--- config.mk ---
export PLATFORM = sky130hd
export DESIGN_NAME = ksc_div
export DESIGN_NICKNAME = d
export VERILOG_FILES = /design/src/rtl/core/ksc_pkg.sv /design/src/rtl/core/ksc_div.sv
export SDC_FILE = /design/constraint.sdc
export NUM_CORES = 2
export LEC_CHECK = 0
export BUFFER_PORTS_ARGS = -buffer_cell sky130_fd_sc_hd__buf_2
export CAP_MARGIN = 20
export CORE_UTILIZATION = 29
export CTS_CLUSTER_SIZE = 28
export DETAILED_ROUTE_END_ITERATION = 6
export HOLD_SLACK_MARGIN = 0.15
export SKIP_CTS_REPAIR_TIMING = 1
export SLEW_MARGIN = 20
export SYNTH_ARGS = -nofsm -noshare
export SYNTH_HDL_FRONTEND = slang
export SYNTH_SLANG_ARGS = --single-unit
--- constraint.sdc ---
create_clock -name clk -period 4.85 [get_ports clk]
set_input_delay 0.97 -clock clk [delete_from_list [all_inputs] [get_ports clk]]
set_output_delay 0.97 -clock clk [all_outputs]
set_load 0.02 [all_outputs]
--- src/rtl/core/ksc_pkg.sv ---
// ----------------------------------------------------------------------------
// ksc_pkg
// Widths, constants and register codes of the knee soft clipper.
// ----------------------------------------------------------------------------
package ksc_pkg;

    localparam int FRAC_W    = 20;
    localparam int SAMPLE_W  = 24;
    localparam int LEVEL_W   = 23;
    localparam int ASYM_W    = 21;
    localparam int CFG_IDX_W = 2;

    localparam int QB     = 23;
    localparam int DIV_W  = 38;
    localparam int S_W    = 23;
    localparam int S2_W   = 25;
    localparam int NUM_W  = 58;
    localparam int DEN_W  = 38;
    localparam int T_W    = 20;
    localparam int W_W    = 21;

    localparam int TANH_LAT = 6;
    localparam int IDX_B    = QB + 1;
    localparam int IDX_DB   = IDX_B + TANH_LAT;
    localparam int IDX_C1   = IDX_DB + QB + 1;
    localparam int IDX_C2   = IDX_C1 + 1;
    localparam int IDX_M1   = IDX_C2 + 1;
    localparam int IDX_M2   = IDX_M1 + 1;
    localparam int IDX_G1   = IDX_M2 + 1;
    localparam int IDX_OUT  = IDX_G1 + 1;
    localparam int PIPE_LEN = IDX_OUT + 1;

    localparam logic [W_W-1:0]     ONE_Q20    = 21'h100000;
    localparam logic [S_W-1:0]     TANH_LIMIT = 23'd4718592;
    localparam logic [21:0]        SMOOTH_K   = 22'd3145728;

    localparam logic [35:0]        PADE_N0 = 36'd10395 << 20;
    localparam logic [30:0]        PADE_N1 = 31'd1260 << 20;
    localparam logic [30:0]        PADE_N2 = 31'd21;
    localparam logic [DEN_W-1:0]   PADE_D0 = 38'd10395 << 20;
    localparam logic [33:0]        PADE_D1 = 34'd4725 << 20;
    localparam logic [27:0]        PADE_D2 = 28'd210 << 20;

    localparam logic [LEVEL_W-1:0] THR_RESET  = 23'd1048576;
    localparam logic [LEVEL_W-1:0] KNEE_RESET = 23'd104858;
    localparam logic [ASYM_W-1:0]  ASYM_RESET = 21'd0;

    typedef enum logic [CFG_IDX_W-1:0] {
        REG_THRESHOLD = 2'd0,
        REG_KNEE      = 2'd1,
        REG_ASYM      = 2'd2
    } cfg_reg_t;

endpackage

--- src/rtl/core/ksc_div.sv ---
// ----------------------------------------------------------------------------
// ksc_div
// Pipelined restoring divider, one quotient bit per stage.
// ----------------------------------------------------------------------------
module ksc_div (
    input  logic                        clk,
    input  logic                        en,
    input  logic [ksc_pkg::DIV_W-1:0]   rem_in,
    input  logic [ksc_pkg::QB-1:0]      low_in,
    input  logic [ksc_pkg::DIV_W-1:0]   divisor,
    output logic [ksc_pkg::QB-1:0]      quotient
);

    logic [ksc_pkg::DIV_W-1:0] rem_reg  [ksc_pkg::QB];
    logic [ksc_pkg::DIV_W-1:0] rem_next [ksc_pkg::QB];
    logic [ksc_pkg::DIV_W-1:0] dvs_reg  [ksc_pkg::QB];
    logic [ksc_pkg::DIV_W-1:0] dvs_next [ksc_pkg::QB];
    logic [ksc_pkg::QB-1:0]    low_reg  [ksc_pkg::QB];
    logic [ksc_pkg::QB-1:0]    low_next [ksc_pkg::QB];
    logic [ksc_pkg::QB-1:0]    quo_reg  [ksc_pkg::QB];
    logic [ksc_pkg::QB-1:0]    quo_next [ksc_pkg::QB];

    logic [ksc_pkg::DIV_W-1:0] src_rem [ksc_pkg::QB];
    logic [ksc_pkg::DIV_W-1:0] src_dvs [ksc_pkg::QB];
    logic [ksc_pkg::QB-1:0]    src_low [ksc_pkg::QB];
    logic [ksc_pkg::QB-1:0]    src_quo [ksc_pkg::QB];
    logic [ksc_pkg::DIV_W:0]   shifted [ksc_pkg::QB];
    logic [ksc_pkg::DIV_W:0]   trial   [ksc_pkg::QB];

    assign src_rem[0] = rem_in;
    assign src_dvs[0] = divisor;
    assign src_low[0] = low_in;
    assign src_quo[0] = '0;

    for (genvar i = 1; i < ksc_pkg::QB; i++)
    begin : g_src
        assign src_rem[i] = rem_reg[i-1];
        assign src_dvs[i] = dvs_reg[i-1];
        assign src_low[i] = low_reg[i-1];
        assign src_quo[i] = quo_reg[i-1];
    end

    always_comb
    begin
        for (int i = 0; i < ksc_pkg::QB; i++)
        begin
            shifted[i]  = {src_rem[i], src_low[i][ksc_pkg::QB-1]};
            trial[i]    = shifted[i] - {1'b0, src_dvs[i]};
            dvs_next[i] = src_dvs[i];
            low_next[i] = {src_low[i][ksc_pkg::QB-2:0], 1'b0};
            if (!trial[i][ksc_pkg::DIV_W])
            begin
                rem_next[i] = trial[i][ksc_pkg::DIV_W-1:0];
                quo_next[i] = {src_quo[i][ksc_pkg::QB-2:0], 1'b1};
            end
            else
            begin
                rem_next[i] = shifted[i][ksc_pkg::DIV_W-1:0];
                quo_next[i] = {src_quo[i][ksc_pkg::QB-2:0], 1'b0};
            end
        end
    end

    always_ff @(posedge clk)
    begin
        if (en)
        begin
            rem_reg <= rem_next;
            dvs_reg <= dvs_next;
            low_reg <= low_next;
            quo_reg <= quo_next;
        end
    end

    assign quotient = quo_reg[ksc_pkg::QB-1];

endmodule

# Yosys cells after proc, flatten, opt, wreduce, memory -nomap -nowiden
# Index checks and enable logic that the tools add are counted.
op_classes:
  n_addsub: 23
  muxes: 45
ops:
  columns: ["op", "n"]
  rows:
  - ["39-bit by 38-bit subtractor with 39-bit output", 23]
  - ["38-bit two-way mux", 22]
  - ["1-bit two-way mux", 23]
word_totals:
  out_inout_bits: 23
  in_bits: 101
  wordCells: 157
  reg_bits: 2201

# Longest topological paths before layout
depth:
  ltp_word: 2
  mapped_depth: 17
  depth_no_buf: 16

# Least setup slack after synthesis
# OpenSTA, ideal clock, no wires.
synth_timing:
  path_kind: "input port to flip-flop"
  from: "in low_in[22] (netlist name)"
  to: "reg rem_reg[866] (netlist name), data pin"
  stages: 17
  path_buffers: 2
  t_required_ns: 4.590
  setup_time_ns: 0.260
  arrival_time_ns: 4.135
  setup_slack_ns: 0.455
  path_cell_list: "inv_1 ha_1 fa_1 nor2b_1 o21ai_1 a21oi_1 a41oi_1 a31oi_1 a211o_1 a22oi_1 a31oi_1 a221o_1 a21oi_1 xnor2_1 buf_2 buf_2 mux2_2"
synth_lines:
  columns: ["element", "line_no", "text"]
  rows:
  - ["start: declaration", "ksc_div.sv:9", "input logic [ksc_pkg::QB-1:0] low_in,"]
  - ["end signal: assignment", "ksc_div.sv:68", "rem_reg <= rem_next;"]
  - ["end: declaration", "ksc_div.sv:14", "logic [ksc_pkg::DIV_W-1:0] rem_reg [ksc_pkg::QB];"]

==> flow_summary.toml <==
[synth]
post_synth_and_or_nand_nor_area_fraction = 0.0692
synth_top_cell_by_area = "edfxtp_1"
synthFlopType = "edfxtp_1"
synth-edff-count = 2201
synth_top_family_by_area = "compound AO/OA/AOI/OAI gates"
yosys.area.top_type_share = 0.550
synth_compound_area_frac = 0.138
synth_xor_area_frac = 0.0537
syn_nets = 11036
async_flop_share = 0
syn_avg_cell_area_um2 = 12.0
synthAdderAreaFrac = 0.0946
synth.distinct_cells = 94
yosys_warnings = 0
syn_inst = 10040
synthesis.area_um2 = 120000
synthTopCellsByArea = "edfxtp_1, ha_1, mux2_2"
muxShareOfSynthArea = 0.0536
ys_ff_latch = 2201
seq_area_frac_synth = 0.550

[global_routing]
met1_usage = 0.117
grtUsageMet2 = 0.195
grt_overflow_total = 0
grtUsageTotal = 0.105
grt_pass1_wl_um = 368000
busiest_layer = "met2"
grt_antenna_before_repair = 2
met3_usage = 0.0158
grt_max_degree = 124
first_global_vias = 74302

[place]
pre_cts_ws_ns = -0.138
io_buffer_count = 123
dpl_cell_area_um2 = 129000
hpwl_um = 169000
gp_congestion = 0.878

[timing]
fmax_mhz = 214
worstMarginPinSlew_ns = 1.01
relSlewSlack = 0.325
hold_viol = 0
drv_slew = 0
setup_ws_ns = 0.178
holdWs_ns = 0.230
setup_viol = 0
finalClockSkew_ns = 0.114
finalCritPeriodShare = 0.963
rsz0062_at_grt = "no"
min_period_ns = 4.67

[clock_tree]
cts_buffer_depth = 4
clock_latency_ns = 0.96
path_clk_slew_ns = 0.06
tritoncts = "built"
root_buffer = "clkbuf_16"
clkSinkCount = 2201
cts_made_buffers = 245
h-tree-depth = 4

[route]
drtIter0Drc = 3494
via_per_inst = 4.59
first_pass_iters = 7
drcViolationCount = 0
routed-via-count = 73770
ant_nets = 0
wl_per_cell_um = 14.2
routed_wl_um = 228000

[critical_path]
end_kind = "flop"
worstPathRequired_ns = 5.45
startpoint_type = "flop"
r2r_start = "dvs_next[570]"
crit_type = "reg2reg"
slowest_stage = "a2111o_1"
r2r_setup_slack_ns = 0.18
crit_fanout = 39
slowest_delay_ns = 0.51
r2r_end = "rem_reg[572]"
crit_family = "compound AO/OA/AOI/OAI gates"
path_cells = "ha_1 > fa_1 > nor2b_1 > o21ai_1 > a21boi_2 > o221ai_1 > a2111o_1 > a2111o_1 > a31oi_1 > a31oi_1 > o21ai_2 > a21oi_1 > nor3_4 > buf_12 > mux2_2"
crit_start = "dvs_next[570]"
cp.arrival_ns = 5.27
reg2regPathDepth = 15
worst-path-buf-inv = 1

[pwr]
p_total_uw = 94100
p_leak_uw = 0.0557
power.density_nw_per_um2 = 688
ir_worst_vdd_uv = 404

[die]
ioPinCount = 124
start_util = 0.291
dieArea_um2 = 417000
die_h_um = 646
die_w_um = 646
coreArea_um2 = 413000
std_cell_rows = 236

[job]
maxCapViolCount = 0

[worst_hold_path]
hold_depth = 1
hold_end = "low_next[492]"
hold_start = "low_in[7]"
hp-class = "in2reg"

[finish]
final_cell_area_um2 = 137000
finish.utilization = 0.331
nFillCells = 40818
multiInputGateArea_um2 = 49400
area_delta_synth_final_pct = 13.8
fin_nets = 11385
drive_gt1_frac = 0.117
seq_area_um2 = 66100

[run_status]
status = "finished, final reports clean"
-- metal layers --
layer	vias to the layer above	routed length, um
met5	-	0
met4	0	12000
met3	595	7770
met2	1177	113000
met1	34407	94300
li1	37591	-
-- cell usage in the layout (no fill, tap or decap), types with 379 or more instances in the layout --
cell | netlist | final
nand2_1 | 595 | 595
a21oi_1 | 742 | 742
edfxtp_1 | 2201 | 2201
inv_1 | 1079 | 1079
nor2_1 | 379 | 379
xnor2_1 | 462 | 454
mux2_2 | 488 | 488
o21ai_0 | 575 | 575
ha_1 | 873 | 873
a21o_1 | 513 | 513
-- power breakdown --
| group | total [uW] | leakage, uW | switching (uW) | internal, uW |
|---|---|---|---|---|
| sequential | 31400 | 0.0216 | 2770 | 28700 |
| combinational | 44400 | 0.0302 | 23200 | 21100 |
| clock | 18400 | 0.00387 | 7590 | 10800 |
-- cell usage after synthesis (all sizes together), types with 10 or more instances --
cell,n
edfxtp,2201
inv,1081
ha,873
a21oi,743
o21ai,596
nand2,595
mux2,531
a21o,513
xnor2,463
nor2,379
xor2,273
clkbuf,148
nand3,148
o21a,133
nor2b,132
nand2b,125
o21bai,119
a31oi,94
and3,84
nand4,81
nor3,64
a211oi,57
buf,51
o31ai,45
mux2i,41
o211ai,39
and2,32
a21boi,26
a211o,24
and4,24
or3,24
a221o,22
fa,22
or2,22
a221oi,19
a41oi,18
o2111ai,18
a31o,15
o31a,15
nor4,14
a2111oi,12
a311oi,12
o311ai,10
o41ai,10
-- worst max path at each step --
stage / endpoint / slack (ns) / cells after the start
after floorplan: rem_reg[866] / 0.45 / 17
after global placement: rem_reg[843] / -0.17 / 17
after detailed placement: rem_reg[855] / -0.14 / 17
after CTS: rem_reg[538] / 0.14 / 17
after global routing: rem_reg[534] / 0.001 / 17
final: rem_reg[572] / 0.18 / 15
-- kinds of logic after synthesis --
logic type / count (synthesis)
AO/OA/AOI/OAI: 2611
XOR/XNOR: 736
adder cells (fa/ha/maj): 895
buffers and inverters: 1280
flip-flops: 2201
multiplexers: 572
AND/OR/NAND/NOR: 1745
-- metrics by stage --
| stage | TNS, ns | cells |
|---|---|---|
| 2_1_floorplan | 0 | 10040 |
| 3_3_place_gp | -5.68 | 15612 |
| 3_5_place_dp | -4.42 | 15612 |
| 4_1_cts | 0 | 16067 |
| 5_1_grt | 0 | 16071 |
| 6_report | 0 | 16072 |
-- layout make-up --
type                            instances  area share
Sequential cell                      2201       0.483
Multi-Input combinational cell       6559       0.361
Tap cell                             5474      0.0501
Clock buffer                          290      0.0464
Inverter                             1081      0.0297
Timing Repair Buffer                  301      0.0178
Clock inverter                        165      0.0116
Antenna cell                            1   0.0000183
No activity file was read; power rests on OpenSTA's default activity.
